`config.mk`:
```
export PLATFORM = sky130hd
export DESIGN_NAME = cls_ctrl
export DESIGN_NICKNAME = d
export VERILOG_FILES = /design/src/design/cls_pkg.sv /design/src/design/cls_ctrl.sv
export SDC_FILE = /design/constraint.sdc
export NUM_CORES = 1
export LEC_CHECK = 0
export BUFFER_PORTS_ARGS = -buffer_cell sky130_fd_sc_hd__buf_2
export CAP_MARGIN = 20
export CORE_AREA = 3 3 40 42
export CTS_CLUSTER_SIZE = 25
export DETAILED_ROUTE_END_ITERATION = 12
export DIE_AREA = 0 0 43 45
export PLACE_DENSITY = 0.39
export RECOVER_POWER = 100
export SLEW_MARGIN = 10
export SYNTH_ARGS = -nofsm -noshare
export SYNTH_HDL_FRONTEND = slang
export SYNTH_SLANG_ARGS = --single-unit
```
`constraint.sdc`:
```
create_clock -name clock -period 2.9 [get_ports clock]
set_input_delay 0.29 -clock clock [delete_from_list [all_inputs] [get_ports clock]]
set_output_delay 0.29 -clock clock [all_outputs]
set_load 0.02 [all_outputs]
```
`src/design/cls_pkg.sv`:
```
// Shared types, constants and helpers for the consensus log store.
package cls_pkg;

   localparam int LOG_DEPTH    = 1024;
   localparam int PAYLOAD_BITS = 64;
   localparam int SLOT_W       = $clog2(LOG_DEPTH);
   localparam int CNT_W        = $clog2(LOG_DEPTH + 1);
   localparam int SUM_W        = CNT_W + 1;
   localparam int REQ_W        = 136;
   localparam int RSP_W        = 232;

   localparam logic [2:0] CMD_APPEND  = 3'd0;
   localparam logic [2:0] CMD_DROP    = 3'd1;
   localparam logic [2:0] CMD_COMPACT = 3'd2;
   localparam logic [2:0] CMD_TERM    = 3'd3;
   localparam logic [2:0] CMD_MATCH   = 3'd4;
   localparam logic [2:0] CMD_READ    = 3'd5;
   localparam logic [2:0] CMD_INSTALL = 3'd6;

   localparam logic [1:0] ST_DONE      = 2'd0;
   localparam logic [1:0] ST_FULL      = 2'd1;
   localparam logic [1:0] ST_TRUNC_OOR = 2'd2;
   localparam logic [1:0] ST_READ_OOR  = 2'd3;

   typedef struct packed {
      logic load;
      logic exec;
      logic finish;
   } ctrl_type;

   // ring slot of entry k; head < depth and k <= depth keep one correction enough
   function automatic logic [SLOT_W-1:0] slot_of(input logic [SLOT_W-1:0] head,
                                                 input logic [CNT_W-1:0]  k);
      logic [SUM_W-1:0] sum;
      sum = SUM_W'(head) + SUM_W'(k);
      if (sum >= SUM_W'(LOG_DEPTH)) begin
         sum = sum - SUM_W'(LOG_DEPTH);
      end
      return sum[SLOT_W-1:0];
   endfunction

endpackage

```
`src/design/cls_ctrl.sv`:
```
// Command sequencer and result valid tracking for the consensus log store.
module cls_ctrl
   import cls_pkg::*;
(
   input  logic     clock,
   input  logic     reset,
   input  logic     req_tvalid,
   output logic     req_tready,
   output logic     rsp_tvalid,
   input  logic     rsp_tready,
   output ctrl_type ctrl
);

   typedef enum logic [2:0] {
      S_IDLE = 3'b001,
      S_EXEC = 3'b010,
      S_RESP = 3'b100
   } state_type;

   state_type state_ff, state_in;
   logic      rsp_valid_ff, rsp_valid_in;
   logic      out_free;

   always_comb begin
      out_free    = !rsp_valid_ff || rsp_tready;
      ctrl.finish = (state_ff == S_RESP) && out_free;
      req_tready  = (state_ff == S_IDLE) || ctrl.finish;
      ctrl.load   = req_tvalid && req_tready;
      ctrl.exec   = (state_ff == S_EXEC);

      state_in = state_ff;
      case (state_ff)
         S_IDLE: begin
            if (ctrl.load) state_in = S_EXEC;
         end
         S_EXEC: begin
            state_in = S_RESP;
         end
         S_RESP: begin
            if (ctrl.finish) state_in = ctrl.load ? S_EXEC : S_IDLE;
         end
         default: begin
            state_in = S_IDLE;
         end
      endcase

      if (ctrl.finish) begin
         rsp_valid_in = 1'b1;
      end else if (rsp_tready) begin
         rsp_valid_in = 1'b0;
      end else begin
         rsp_valid_in = rsp_valid_ff;
      end
   end

   always_ff @(posedge clock) begin
      if (reset) begin
         state_ff     <= S_IDLE;
         rsp_valid_ff <= 1'b0;
      end else begin
         state_ff     <= state_in;
         rsp_valid_ff <= rsp_valid_in;
      end
   end

   assign rsp_tvalid = rsp_valid_ff;

endmodule

```
## After elaboration in Yosys (flattened, before gate mapping)

Index checks and enable logic that the tools add are counted.

- Logic and storage cells: 20
- Memories: 0
- Output and inout port bits: 5
- Memory bits (writable): 0
- Memory bits (read-only): 0
- Latch bits: 0
- Flip-flop bits (word level): 4
- Input port bits: 4

- Reductions and logical operators: 7
- Add/sub/neg operators: 0
- Div/mod/pow operators: 0
- Multiplexer cells: 6
- Bitwise operators: 0
- Equality and inequality tests: 5
- Order comparisons: 0
- $mul: 0
- Shift-type cells: 0

Operators with widths:

| operator | number |
|---|---|
| one-hot mux 3 bit (3 select lines) | 1 |
| two-way mux 3 bit | 2 |
| != test 2 bit, second input constant | 2 |
| == test 3 x 1 -> 1 bit, second input constant | 1 |
| == test 3 x 2 -> 1 bit, second input constant | 1 |
| == test 3 bit, second input constant | 1 |
| logical AND 1 bit | 2 |
| logical OR 1 bit | 2 |
| two-way mux 1 bit | 2 |
| two-way mux 2 bit | 1 |
| AND reduction 2 bit | 1 |
| nonzero test 2 bit | 1 |
| zero test 1 bit | 1 |

## Depth between registers and ports, before layout

- Word-level depth: 8
- Gate-level depth with buffers: 4

## Worst setup path after synthesis

OpenSTA, ideal clock, no wires.

- Kind: register to output
- From: register state_ff[0]
- To: output port ctrl[2] (netlist name)
- Slack: 1.667 ns
- Path buffers: 0
- Data required time: 2.610 ns
- Stages on the path, launching flop included: 4
- Arrival time: 0.943 ns
- Cells stage by stage: dfxtp_1 and2b_4 a21oi_2 nor2_1

RTL lines:

| item | RTL line | source |
|---|---|---|
| from (decl) | cls_ctrl.sv:20 | `state_type state_ff, state_in;` |
| from (signal assigned) | cls_ctrl.sv:61 | `state_ff <= state_in;` |
| to (decl) | cls_ctrl.sv:11 | `output ctrl_type ctrl` |

==> results.toml <==
[run_status]
outcome = "finished clean"

[global_routing]
grt_usage_pct = 5.83
gr-total-overflow = 0
grt_pass1_wl_um = 786
grt_pass1_vias = 215
grt_max_degree = 6
antenna_found_initial = 0

[sta]
rsz0062_at_grt = "no"
hold_violations = 0
fmax_mhz = 612
slew_headroom_pct = 81.6
setup_tns_ns = 0
fin_crit_ns = 1.63
worst_pin_slew_ns = 0.275
drv_slew = 0
skew_ns = 0.00503
fin_crit_sh_pct = 56.3
setup_viol = 0

[clock_tree]
path_clk_slew_ns = 0.04
cts_hold_buf = 0
clockBufferDepth = 2
cts.htree.levels = 1
cts_buffers = 3
cts.repair.resized = 0
clk-insertion-delay-late_ns = 0.23
post_cts_buffers = 0
cts_sinks = 4
cts_tree = "done"
root_buffer = "clkbuf_4"

[synth]
ys_seq_elements = 4
postSynthCellCount = 26
syn_area_sq_um = 228
avgSynthCellArea_sq_um = 8.76
ys_types = 18
yosys_warnings = 0
synth_fp_nets = 30
seq_area_frac_synth_pct = 35.2

[setup_path]
crit_required_ns = 2.61
r2r_start = "state_ff[0]"
cp-startpoint = "state_ff[0]"
slowest_stage = "dfxtp_1"
max_stage_delay_ns = 0.36
worstSetupPathType = "register to output pin"
worstPathMaxFanout = 4
path_buf_inv = 1
cp-end-kind = "output pin"
arrival_ns = 1.34
timing.critical_path.cells = "and2b_1, a21oi_1, nor2_1, clkbuf_1"
cp_top_family = "flip-flops"
startpoint_type = "register"

[route]
drc = 0
drt_wl_total_um = 468
ant_nets = 0
via_per_inst = 3.90
firstDrtPassIters = 1
drtIter0Drc = 0
vias = 199
wl_per_cell_um = 9.18

[place]
dp_hpwl_um = 395
io_buffers = 8
gp_congestion = 0.681

[final_layout]
diodes = 0
syn2layout_area_growth_pct = 24.7
layout-drive-gt1-share_pct = 25.0
post-route-util_pct = 22.1
fin_nets = 42

[min_path]
min_from = "reset"
hold_class = "input pin to register"

[floorplan]
die-area_sq_um = 1940
io_pins = 9
start_util_pct = 17.7
die_h_um = 45
core_area_sq_um = 1280
die_w_um = 43
rows = 13

[flow_run]
cap_violations = 0

[power_and_ir_drop]
p_leak_nw = 0.118
p_total_mw = 0.148
power.density_nw_per_um2 = 520
vdd.ir_drop.worst_v = 0.000152
-- logic make-up (layout without fill, tap and decap cells) --
kind of cell / Yosys count / after routing / share of synthesized area, %
AND/OR/NAND/NOR: 14 / 14 / 40.1
buffers and inverters: 2 / 12 / 4.94
AO/OA/AOI/OAI: 6 / 6 / 19.8
flip-flops: 4 / 4 / 35.2
-- layout by cell type (no fill, tap or decap) --
cell      n
a21o_1    1
a21oi_1   3
a31oi_1   1
and2b_1   2
and2b_2   1
buf_2     3
clkbuf_1  5
clkbuf_4  3
dfxtp_1   4
inv_1     1
nand2_1   2
nand2b_1  1
nor2_1    3
nor2b_1   2
nor3_1    1
nor3_2    1
nor3b_2   1
o211ai_1  1
-- cell usage after synthesis --
| master | number | area share (%) |
|---|---|---|
| o211ai_2 | 1 | 5.5 |
| dfxtp_1 | 4 | 35 |
| a21oi_1 | 2 | 4.4 |
| and2b_4 | 1 | 4.4 |
| nor2b_1 | 2 | 5.5 |
| inv_1 | 1 | 1.6 |
| nor2_1 | 3 | 4.9 |
| nand2b_1 | 1 | 2.7 |
| nor3_1 | 1 | 2.2 |
| a31oi_1 | 1 | 2.7 |
| a21o_1 | 1 | 3.3 |
| nor3b_2 | 1 | 5.5 |
| nand2_1 | 2 | 3.3 |
| and2b_2 | 1 | 3.8 |
| buf_4 | 1 | 3.3 |
| nor3_2 | 1 | 4.4 |
| a21oi_2 | 1 | 3.8 |
| and2b_1 | 1 | 3.3 |
-- layer usage --
metal	vias to the layer above	track usage (%)	wire, um
li1	108	-	-
met1	88	5.54	210
met2	3	9.28	241
met3	0	2.79	16
met4	0	5.42	0
met5	-	0	0
-- registers in the layout, summed over array words and instances, names as in the netlist --
signal / count
state_ff: 3
rsp_tvalid: 1
-- final timing paths --
path,endpoint,depth (start not counted),slack (ns)
setup reg to reg,state_ff[1],3,1.84
hold reg to reg,state_ff[2],1,0.49
setup / recovery,ctrl[2],4,1.27
hold / removal,rsp_tvalid,2,0.28
-- layout make-up --
type / instances / area [sq um]
Inverter: 1 / 3.75
Fill cell: 150 / 1000
Tap cell: 15 / 18.8
Timing Repair Buffer: 8 / 33.8
Sequential cell: 4 / 80.1
Multi-Input combinational cell: 20 / 125
Clock buffer: 3 / 22.5
-- power breakdown --
part	switching (mW)	total, mW	internal [mW]
registers	0.00235	0.0600	0.0576
logic	0.0128	0.0210	0.00813
clock network	0.0206	0.0667	0.0461
total	0.0357	0.148	0.112
-- stage by stage --
stage / hold slack (ns) / instances / cell area, sq um / worst slack (ns)
2_1_floorplan: 0.359 / 26 / 228 / 1.67
3_3_place_gp: 0.490 / 48 / 279 / 1.61
3_5_place_dp: 0.483 / 48 / 279 / 1.62
4_1_cts: 0.277 / 51 / 302 / 1.36
5_1_grt: 0.293 / 51 / 284 / 1.18
6_report: 0.284 / 51 / 284 / 1.27
Note: power is estimated with default switching activity, not from simulation.
